$ cat src/hdl/cdd_pkg.sv
package cdd_pkg;

	localparam int YEAR_BITS = 14;

	localparam logic [3:0] MONTH_JAN = 4'd1;
	localparam logic [3:0] MONTH_FEB = 4'd2;
	localparam logic [3:0] MONTH_APR = 4'd4;
	localparam logic [3:0] MONTH_JUN = 4'd6;
	localparam logic [3:0] MONTH_SEP = 4'd9;
	localparam logic [3:0] MONTH_NOV = 4'd11;
	localparam logic [3:0] MONTH_DEC = 4'd12;

	localparam logic [4:0] LEN_SHORT = 5'd30;
	localparam logic [4:0] LEN_LONG  = 5'd31;
	localparam logic [4:0] LEN_FEB   = 5'd28;
	localparam logic [4:0] LEN_FEB_LEAP = 5'd29;

	localparam logic [1:0] ORDER_EQUAL   = 2'd0;
	localparam logic [1:0] ORDER_A_FIRST = 2'd1;
	localparam logic [1:0] ORDER_B_FIRST = 2'd2;

	typedef struct packed {
		logic [YEAR_BITS-1:0] year_a;
		logic [3:0]           month_a;
		logic [4:0]           day_a;
		logic [YEAR_BITS-1:0] year_b;
		logic [3:0]           month_b;
		logic [4:0]           day_b;
	} dates_t;

	typedef struct packed {
		logic [YEAR_BITS-1:0] diff_years;
		logic [3:0]           diff_months;
		logic [4:0]           diff_days;
		logic [1:0]           order;
		logic                 invalid;
	} diff_t;

	// Length of a month; codes outside 1..12 read as a long month.
	function automatic logic [4:0] month_len(input logic [3:0] month, input logic leap);
		logic [4:0] len;
		case (month) inside
			MONTH_FEB: len = leap ? LEN_FEB_LEAP : LEN_FEB;
			MONTH_APR, MONTH_JUN, MONTH_SEP, MONTH_NOV: len = LEN_SHORT;
			default: len = LEN_LONG;
		endcase
		return len;
	endfunction

endpackage

$ cat src/hdl/cdd_leap.sv
// Gregorian leap test. Divisibility by 25 uses the modular inverse of 25:
// y is a multiple of 25 exactly when y * inv(25) mod 2^N <= (2^N - 1) / 25.
module cdd_leap (
	input  logic [cdd_pkg::YEAR_BITS-1:0] year,
	output logic                          leap
);

	localparam int N = cdd_pkg::YEAR_BITS;
	localparam logic [N-1:0] INV25 = N'(32'hC28F5C29);
	localparam logic [N-1:0] LIM25 = N'(((64'd1 << N) - 64'd1) / 64'd25);

	logic [N-1:0] prod;
	logic         div25;
	logic         div4;
	logic         div16;

	assign prod  = year * INV25;
	assign div25 = (prod <= LIM25);
	assign div4  = (year[1:0] == 2'b00);
	assign div16 = (year[3:0] == 4'b0000);

	// by 4 and not by 100, or by 400 (= by 16 and by 25)
	assign leap = (div4 && !div25) || (div16 && div25);

endmodule

$ cat src/hdl/calendar_date_difference.sv
// Gregorian date difference. One transaction per clock: start is taken whenever
// it is high, busy always reads low. The dates go into an input register and the
// whole check, ordering and borrow settle combinationally into the result register
// behind it, so done is high once that register has loaded, for exactly one
// cycle; the receiver cannot stall and must capture diff on that cycle. A bad
// month or day in either date gives invalid = 1 and zeros.
module calendar_date_difference (
	input  logic            clk,
	input  logic            arst_n,
	input  logic            start,
	output logic            busy,
	input  cdd_pkg::dates_t dates,
	output logic            done,
	output cdd_pkg::diff_t  diff
);

	localparam int YB = cdd_pkg::YEAR_BITS;

	function automatic logic [3:0] prev_month(input logic [3:0] month);
		logic [3:0] pm;
		pm = (month == cdd_pkg::MONTH_JAN) ? cdd_pkg::MONTH_DEC : month - 4'd1;
		return pm;
	endfunction

	function automatic logic date_ok(input logic [3:0] month, input logic [4:0] day,
			input logic leap);
		logic ok;
		ok = (month >= cdd_pkg::MONTH_JAN) && (month <= cdd_pkg::MONTH_DEC) &&
			(day != 5'd0) && (day <= cdd_pkg::month_len(month, leap));
		return ok;
	endfunction

	// input register
	logic            vld_s1;
	cdd_pkg::dates_t dates_s1;

	logic            leap_a;
	logic            leap_b;

	logic            done_q;
	cdd_pkg::diff_t  diff_q;

	assign busy = 1'b0;

	cdd_leap u_leap_a (.year(dates_s1.year_a), .leap(leap_a));
	cdd_leap u_leap_b (.year(dates_s1.year_b), .leap(leap_b));

	always_ff @(posedge clk or negedge arst_n) begin
		if (!arst_n) begin
			vld_s1 <= 1'b0;
			done_q <= 1'b0;
		end else begin
			vld_s1 <= start && !busy;
			done_q <= vld_s1;
		end
	end

	always_ff @(posedge clk) begin
		if (start && !busy) begin
			dates_s1 <= dates;
		end
	end

	// validate, order, subtract and borrow
	logic                   ok;
	logic [YB+8:0]          key_a;
	logic [YB+8:0]          key_b;
	logic                   a_first;
	logic                   same;
	logic [YB-1:0]          y1;
	logic [YB-1:0]          y2;
	logic [3:0]             m1;
	logic [3:0]             m2;
	logic [4:0]             d1;
	logic [4:0]             d2;
	logic                   leap2;
	logic [3:0]             bm1;
	logic [3:0]             bm2;
	logic signed [6:0]      days0;
	logic signed [6:0]      days1;
	logic signed [6:0]      days2;
	logic signed [5:0]      mon0;
	logic signed [5:0]      mon1;
	logic signed [5:0]      mon2;
	logic signed [5:0]      mon3;
	logic [YB-1:0]          yrs0;
	logic [YB-1:0]          yrs1;
	logic                   yrs_under;
	cdd_pkg::diff_t         diff_d;

	always_comb begin
		ok = date_ok(dates_s1.month_a, dates_s1.day_a, leap_a) &&
			date_ok(dates_s1.month_b, dates_s1.day_b, leap_b);

		key_a   = {dates_s1.year_a, dates_s1.month_a, dates_s1.day_a};
		key_b   = {dates_s1.year_b, dates_s1.month_b, dates_s1.day_b};
		a_first = key_a < key_b;
		same    = key_a == key_b;

		if (a_first) begin
			y1 = dates_s1.year_a;  m1 = dates_s1.month_a; d1 = dates_s1.day_a;
			y2 = dates_s1.year_b;  m2 = dates_s1.month_b; d2 = dates_s1.day_b;
			leap2 = leap_b;
		end else begin
			y1 = dates_s1.year_b;  m1 = dates_s1.month_b; d1 = dates_s1.day_b;
			y2 = dates_s1.year_a;  m2 = dates_s1.month_a; d2 = dates_s1.day_a;
			leap2 = leap_a;
		end

		yrs0  = y2 - y1;
		mon0  = $signed({2'b00, m2}) - $signed({2'b00, m1});
		days0 = $signed({2'b00, d2}) - $signed({2'b00, d1});

		// February can only be reached in the later date's own year, so its
		// leap flag covers both borrows; a wrap lands in December or November.
		bm1 = prev_month(m2);
		bm2 = prev_month(bm1);

		if (days0 < 0) begin
			days1 = days0 + $signed({2'b00, cdd_pkg::month_len(bm1, leap2)});
			mon1  = mon0 - 6'sd1;
		end else begin
			days1 = days0;
			mon1  = mon0;
		end

		if (days1 < 0) begin
			days2 = days1 + $signed({2'b00, cdd_pkg::month_len(bm2, leap2)});
			mon2  = mon1 - 6'sd1;
		end else begin
			days2 = days1;
			mon2  = mon1;
		end

		if (mon2 < 0) begin
			mon3      = mon2 + 6'sd12;
			yrs1      = yrs0 - YB'(1);
			yrs_under = (yrs0 == '0);
		end else begin
			mon3      = mon2;
			yrs1      = yrs0;
			yrs_under = 1'b0;
		end

		diff_d             = '0;
		diff_d.invalid     = !ok;
		if (ok && !same) begin
			diff_d.diff_years  = yrs_under ? '0 : yrs1;
			diff_d.diff_months = (mon3 < 0) ? 4'd0 : mon3[3:0];
			diff_d.diff_days   = (days2 < 0) ? 5'd0 : days2[4:0];
			diff_d.order       = a_first ? cdd_pkg::ORDER_A_FIRST : cdd_pkg::ORDER_B_FIRST;
		end else if (ok) begin
			diff_d.order = cdd_pkg::ORDER_EQUAL;
		end
	end

	always_ff @(posedge clk) begin
		if (vld_s1) begin
			diff_q <= diff_d;
		end
	end

	assign done = done_q;
	assign diff = diff_q;

endmodule

$ cat config.mk
export PLATFORM = sky130hd
export DESIGN_NAME = calendar_date_difference
export DESIGN_NICKNAME = d
export VERILOG_FILES = /design/src/hdl/cdd_pkg.sv /design/src/hdl/cdd_leap.sv /design/src/hdl/calendar_date_difference.sv
export SDC_FILE = /design/constraint.sdc
export NUM_CORES = 1
export LEC_CHECK = 0
export BUFFER_PORTS_ARGS = -buffer_cell sky130_fd_sc_hd__buf_2
export CAP_MARGIN = 30
export CORE_UTILIZATION = 35
export CTS_CLUSTER_SIZE = 28
export DETAILED_ROUTE_END_ITERATION = 8
export GPL_TIMING_DRIVEN = 1
export MAX_ROUTING_LAYER = met4
export PLACE_DENSITY_LB_ADDON = 0.15
export SLEW_MARGIN = 25
export SYNTH_ARGS = -nofsm -noshare
export SYNTH_HDL_FRONTEND = slang
export SYNTH_SLANG_ARGS = --single-unit
$ cat constraint.sdc
create_clock -name clk -period 7.75 [get_ports clk]
set_input_delay 1.55 -clock clk [delete_from_list [all_inputs] [get_ports clk]]
set_output_delay 1.55 -clock clk [all_outputs]
set_load 0.01 [all_outputs]
== Yosys cells after proc, flatten, opt, wreduce, memory -nomap -nowiden ==
Index checks and enable logic that the tools add are counted.

* Bits of input ports: 49
* Register bits: 74
* Latch bits: 0
* ROM bits: 0
* Memories kept: 0
* Output and inout port bits: 28
* RAM bits: 0
* Logic and storage cells: 126

* Reduce and logical (&&, ||, !) cells: 32
* Shift-type cells: 0
* Div/mod/pow operators: 0
* Order comparisons: 14
* $mul: 2
* Muxes and demuxes: 30
* Add/subtract/negate cells: 11
* Equality and inequality tests: 23
* Bitwise gates (word level): 1

{| class="wikitable"
|+ Operators by type and width
! operator !! number
|-
| $mux W14 || 3
|-
| $eq A4 B3 Y1 const B || 8
|-
| $eq A4 B4 Y1 const B || 8
|-
| $le A14 B10 Y1 const B || 2
|-
| $mul A14 B13 Y14 const B || 2
|-
| $mux W5 || 5
|-
| $eq A23 B23 Y1 || 1
|-
| $lt A23 B23 Y1 || 1
|-
| $lt A6 B1 Y1 const B || 3
|-
| $mux W6 || 3
|-
| $eq A4 B2 Y1 const B || 4
|-
| $mux W4 || 4
|-
| $reduce_or A4 Y1 || 4
|-
| $logic_not A14 Y1 || 1
|-
| $lt A7 B1 Y1 const B || 2
|-
| $mux W7 || 2
|-
| $sub A14 B1 Y14 const B || 1
|-
| $sub A14 B14 Y14 || 1
|-
| $logic_and A1 B1 Y1 || 12
|-
| $le A5 B5 Y1 || 2
|-
| $reduce_bool A5 Y1 || 2
|-
| $mux W1 || 9
|-
| $eq A4 B1 Y1 const B || 2
|-
| $ge A4 B1 Y1 const B || 2
|-
| other kinds (16) || 29
|}

== Longest topological paths before layout ==
* Depth in word-level cells: 17
* Mapped depth: 28

== By module ==
From an unflattened synthesis, not the netlist that was laid out.

* Cells, all modules: 859
* Area, all modules: 8071.5 um^2

{| class="wikitable"
|+ By module, submodules not included
! module !! area an instance (um^2) !! instances !! cells each
|-
| calendar_date_difference || 5659.2 || 1 || 593
|-
| cdd_leap || 1206.2 || 2 || 133
|}

== Worst setup path after synthesis ==
OpenSTA, ideal clock, no wires.

* Path kind: flip-flop to flip-flop
* Start point: reg dates_s1[32] (netlist bit)
* End point: reg diff_q (netlist bit diff[20]) (data pin)
* Arrival time: 6.534 ns
* Library setup time: 0.270 ns
* Stages on the path, launching flop included: 25
* Period minus slack after synthesis: 6.804 ns
* Data required time: 7.480 ns
* Slack: 0.946 ns
* Buffers on the path: 1
* Path through: edfxtp_1 fa_1 ha_1 ha_1 inv_1 fa_1 fa_1 xor2_1 xnor2_1 xnor2_1 xnor2_1 xnor2_1 o41ai_1 mux2i_1 a21oi_1 o21ai_0 ha_1 fa_1 or4b_1 o41ai_4 o211ai_2 or2_1 nor4b_2 buf_2 nor3_1

* Word-level cells in the longest chain between the ends: 16
* Elaborated cells between the ends (all ways): 55
* Those cells by class: 8 x add/sub; 1 x mul; 6 x order compare; 7 x eq/ne; 19 x mux; 1 x bitwise; 13 x reduce/logical

{| class="wikitable"
|+ Ends and longest elaborated chain
! element !! line !! source
|-
| start: declaration || calendar_date_difference.sv:35 || <nowiki>cdd_pkg::dates_t dates_s1;</nowiki>
|-
| start signal: assignment || calendar_date_difference.sv:60 || <nowiki>dates_s1 <= dates;</nowiki>
|-
| $mul A14 B13 Y14 / $lt A23 B23 Y1 (equally long branches) || cdd_leap.sv:17, calendar_date_difference.sv:97 ||
|-
| $le A14 B10 Y1 / $mux W4 (equally long branches) || cdd_leap.sv:18, calendar_date_difference.sv:100 ||
|-
| $logic_not A1 Y1 (tied with other cells) || cdd_leap.sv:23 || <nowiki>assign leap = (div4 && !div25) || (div16 && div25);</nowiki>
|-
| $logic_and A1 B1 Y1 / $mux W4 (equally long branches) || cdd_leap.sv:23, calendar_date_difference.sv:21 ||
|-
| $logic_or A1 B1 Y1 (tied with other cells) || cdd_leap.sv:23 ||
|-
| $mux W1 / $reduce_or A4 Y1 (equally long branches) || calendar_date_difference.sv:100, cdd_pkg.sv:42 ||
|-
| $mux W1, on equally long branches || cdd_pkg.sv:43, cdd_pkg.sv:42 ||
|-
| $mux W2 || cdd_pkg.sv:42 || <nowiki>case (month) inside</nowiki>
|-
| $mux W5 || calendar_date_difference.sv:119 || <nowiki>if (days0 < 0) begin</nowiki>
|-
| $add A6 B6 Y7 || calendar_date_difference.sv:120 || <nowiki>days1 = days0 + $signed({2'b00, cdd_pkg::month_len(bm1, leap2)});</nowiki>
|-
| $mux W7 || calendar_date_difference.sv:119 ||
|-
| $lt A7 B1 Y1 || calendar_date_difference.sv:127 || <nowiki>if (days1 < 0) begin</nowiki>
|-
| $mux W6 || calendar_date_difference.sv:127 ||
|-
| $lt A6 B1 Y1 || calendar_date_difference.sv:135 || <nowiki>if (mon2 < 0) begin</nowiki>
|-
| $mux W1 || calendar_date_difference.sv:135 ||
|-
| $reduce_or A2 Y1 (no line) || -- ||
|-
| end signal: assignment || calendar_date_difference.sv:159 || <nowiki>diff_q <= diff_d;</nowiki>
|-
| end: declaration || calendar_date_difference.sv:41 || <nowiki>cdd_pkg::diff_t diff_q;</nowiki>
|}

Parallel ways exist; a longest one is shown, timed or not. The select of a mux whose other input is x is not followed.
A chain may end at the register's enable or synchronous reset.

== Final worst setup path ==
* Start point: reg dates_s1[13] (netlist bit)
* End point: reg diff_q (netlist bit diff[14]) (data pin)

Same word-level chain as after synthesis.

==> metrics <==
Worst VDD drop 0.1158 mV; switching share of power 42.23%; Synth top area share 26.77%; Worst setup EP type flip-flop; CP Class reg2reg; Pwr Total 0.002307 W; largest net degree at the start of global routing 31; global-route wire length before repair 31,930 µm; FP Rows 55; multi-input logic area 5321 µm²; Worst-path clk slew 60 ps; hold path depth 0; Iter 0 DRT Violations 280; Max Cap Viol 0; most used cell, CP ha_1; status complete, no violations; Mapped Nets 1,040; average size of a mapped cell 9.545 µm²; register area 2213 µm²; YS warnings 0; cell area after synthesis 8075 µm²; R2R cell count 28; drt total wl 19,330 µm; post-synth cell types 83; post-CTS setup buffers 0; internal cell power 0.001333 W; IO Pins 77; final setup fails 0; Final nets 1,124; Area contributors post-synth edfxtp_1 27%, ha_1 19%, fa_1 5.9%, xnor2_1 5.3%, inv_1 5.3%; crit path DAT 7300 ps; Final period util 93.26%; final setup margin 522.0 ps; Critical Path Max Stage Delay 580 ps; Die Y-Extent 153.9 µm; Root Buffer clkbuf_16; n_diodes 0; Layout area overhead 13.20%; Core Area 22,640 µm²; grt ovf 0; Critical Path Fanout Max 10; number of global-route vias before repair 6,013; critical path's top delay family adder cells; unrepaired setup endpoints after global routing no; RePlAce Congestion 0.8683; Slew @ Worst Pin 939.5 ps; Fin Setup TNS 0 ps; Reg-to-Reg Start dates_s1[13]; Final Hold Viols 0; Switch Pwr 0.0009740 W; Hold Crit Endpoint done; asr flop ratio synth 2.703%; Layout fillers 2,267; HP Class reg2reg; Buffers on Ports 75; Final Slew Violations 0; Lkg Pwr 4.031 nW; Slowest cell on crit path or4b_1; routed len/inst 15.86 µm; flops & latches, synth 74; placed wire-length estimate 16,040 µm; Worst R2R Setup Slack 520 ps; Post-Synthesis Cells 846; worst flop-to-flop path endpoint diff[14]; sequential power share 24.0%; Post-synth EDFFs 72; layout cells sized above 1 15.10%; Initial Util 35.67%; CTS Hold Bufs 0; Comb pwr share 58.2%; clock power share 17.9%; total number of vias 6,345; Worst EP required 7820 ps; Clock Latency Late Sink 350 ps; hold_ws 759.7 ps; initial antenna violation count 0; # clock sinks 74; TritonCTS clock tree done; power per standard cell area 252.3 nW/µm²; Max Clk Rate 0.1384 GHz; area leader, netlist edfxtp_1; DRC 0; Relative slew margins 36.91%; die width 153.9 µm; skew final 6.734 ps; PostCTS Resize Cnt 0; Worst setup SP type flip-flop; DRT Pass-1 Iters 5; Post-DRT Antenna Nets 0; Most used DFF post-synth edfxtp_1; WP buf/inv 4; Clock Tree Buf Depth 2; Via density 5.205; pre-CTS setup slack 516.7 ps; gr usage total 17.74%; source of the worst hold timing path vld_s1; post-layout min period 7228 ps; H-tree level count 3; number of CTS-inserted buffers 9; die area 23,680 µm²; sequential area share after synthesis 27.39%
## cell usage in the layout (no fill, tap or decap), types with 5 or more instances in the layout
cell	count
o22ai_1	6
xnor2_1	49
nand2b_1	11
o211ai_1	14
nand2_1	55
nor2_1	47
or2_2	6
or3_1	6
a21o_1	6
edfxtp_1	72
nor4_1	8
a211oi_1	8
o21ai_0	27
o21bai_1	10
xor2_1	18
nor3_1	22
and3_1	6
ha_1	121
inv_1	114
fa_1	24
nor2b_1	9
buf_2	75
and2_1	7
a31oi_1	9
a21oi_1	42
nand4_1	5
nand3_1	11
clkbuf_16	9
buf_4	19
mux2i_1	14
a221oi_1	5
## registers in the layout (all words and copies together) (netlist names)
signal and count:
done 1, diff 26, dates_s1 46, vld_s1 1
## worst max path at each step
stage                 start  endpoint  slack (ps)  cells past startpoint
2_1_floorplan  dates_s1[32]  diff[20]         950                     24
5_1_grt        dates_s1[39]  diff[15]          50                     27
4_1_cts         dates_s1[9]  diff[21]         480                     24
3_3_place_gp    dates_s1[9]  diff[14]         590                     24
3_5_place_dp    dates_s1[9]  diff[21]         520                     24
6_report       dates_s1[13]  diff[14]         520                     28
## stage by stage
stage	instance area [µm²]	std cells	utilization [%]
2_1_floorplan	8075	846	-
3_3_place_gp	8836	1203	39.03
3_5_place_dp	8857	1204	39.12
4_1_cts	9141	1219	40.38
5_1_grt	9141	1219	40.38
6_report	9141	1219	40.38
## cell families (layout without fill, tap and decap cells)
group / Yosys count / in the layout / share of synthesized area (%)
xor gates and xnor gates: 67 / 67 / 7.267
AOI/OAI and AO/OA: 187 / 187 / 17.06
buffers and inverters: 136 / 224 / 6.709
adders and majority gates: 145 / 145 / 24.70
muxes: 21 / 21 / 2.789
other: 1 / 1 / 0.04644
DFF: 74 / 74 / 27.39
and+or+nand+nor: 215 / 215 / 14.04
## synthesized netlist by cell type (4+ instances only)
master	n
ha_1	121
inv_1	114
edfxtp_1	72
nand2_1	55
xnor2_1	49
nor2_1	47
a21oi_1	42
o21ai_0	27
fa_1	24
nor3_1	22
xor2_1	18
mux2i_1	14
o211ai_1	14
clkbuf_1	11
nand2b_1	11
nand3_1	11
o21bai_1	10
a31oi_1	9
nor2b_1	9
a211oi_1	8
nor4_1	8
and2_1	7
buf_2	7
a21o_1	6
and3_1	6
o22ai_1	6
or2_2	6
or3_1	6
a221oi_1	5
nand4_1	5
a211o_1	4
a22oi_1	4
mux2_2	4
o21a_1	4
o221ai_1	4
## power by group through the flow
stage	clock network (W)	logic [W]	registers, W
after floorplan	0	0.00101	0.000572
after CTS	0.000425	0.00135	0.000554
after global routing	0.000439	0.00153	0.000561
final	0.000412	0.00134	0.000553
after global placement	0	0.00134	0.000563
after detailed placement	0	0.00134	0.000563
## final cells by class
class	instances	share of cell area [%]
Clock buffer	9	2.464
Clock inverter	6	0.6433
Inverter	114	4.681
Multi-Input combinational cell	636	58.21
Sequential cell	74	24.21
Tap cell	285	3.901
Timing Repair Buffer	95	5.886
## layer usage
metal / up-vias / global-route usage [%] / share of wire (%) / routed length (µm)
li1: 3228 / - / - / -
met1: 2978 / 24.70 / 52 / 10030
met2: 125 / 26.80 / 43 / 8404
met3: 14 / 2.818 / 3.4 / 654
met4: 0 / 4.286 / 1.3 / 244
met5: - / - / 0 / 0
## worst register-to-register path, delay by kind of cell, from the launching register on
family | cells | cell delay, ps
AND/OR/NAND/NOR | 4 | 1250
flip-flops | 1 | 420
XOR/XNOR | 1 | 100
adder cells (fa/ha/maj) | 7 | 2330
buffers and inverters | 4 | 550
AO/OA/AOI/OAI | 11 | 2140
multiplexers | 1 | 150
Note: power is estimated with default switching activity, not from simulation.
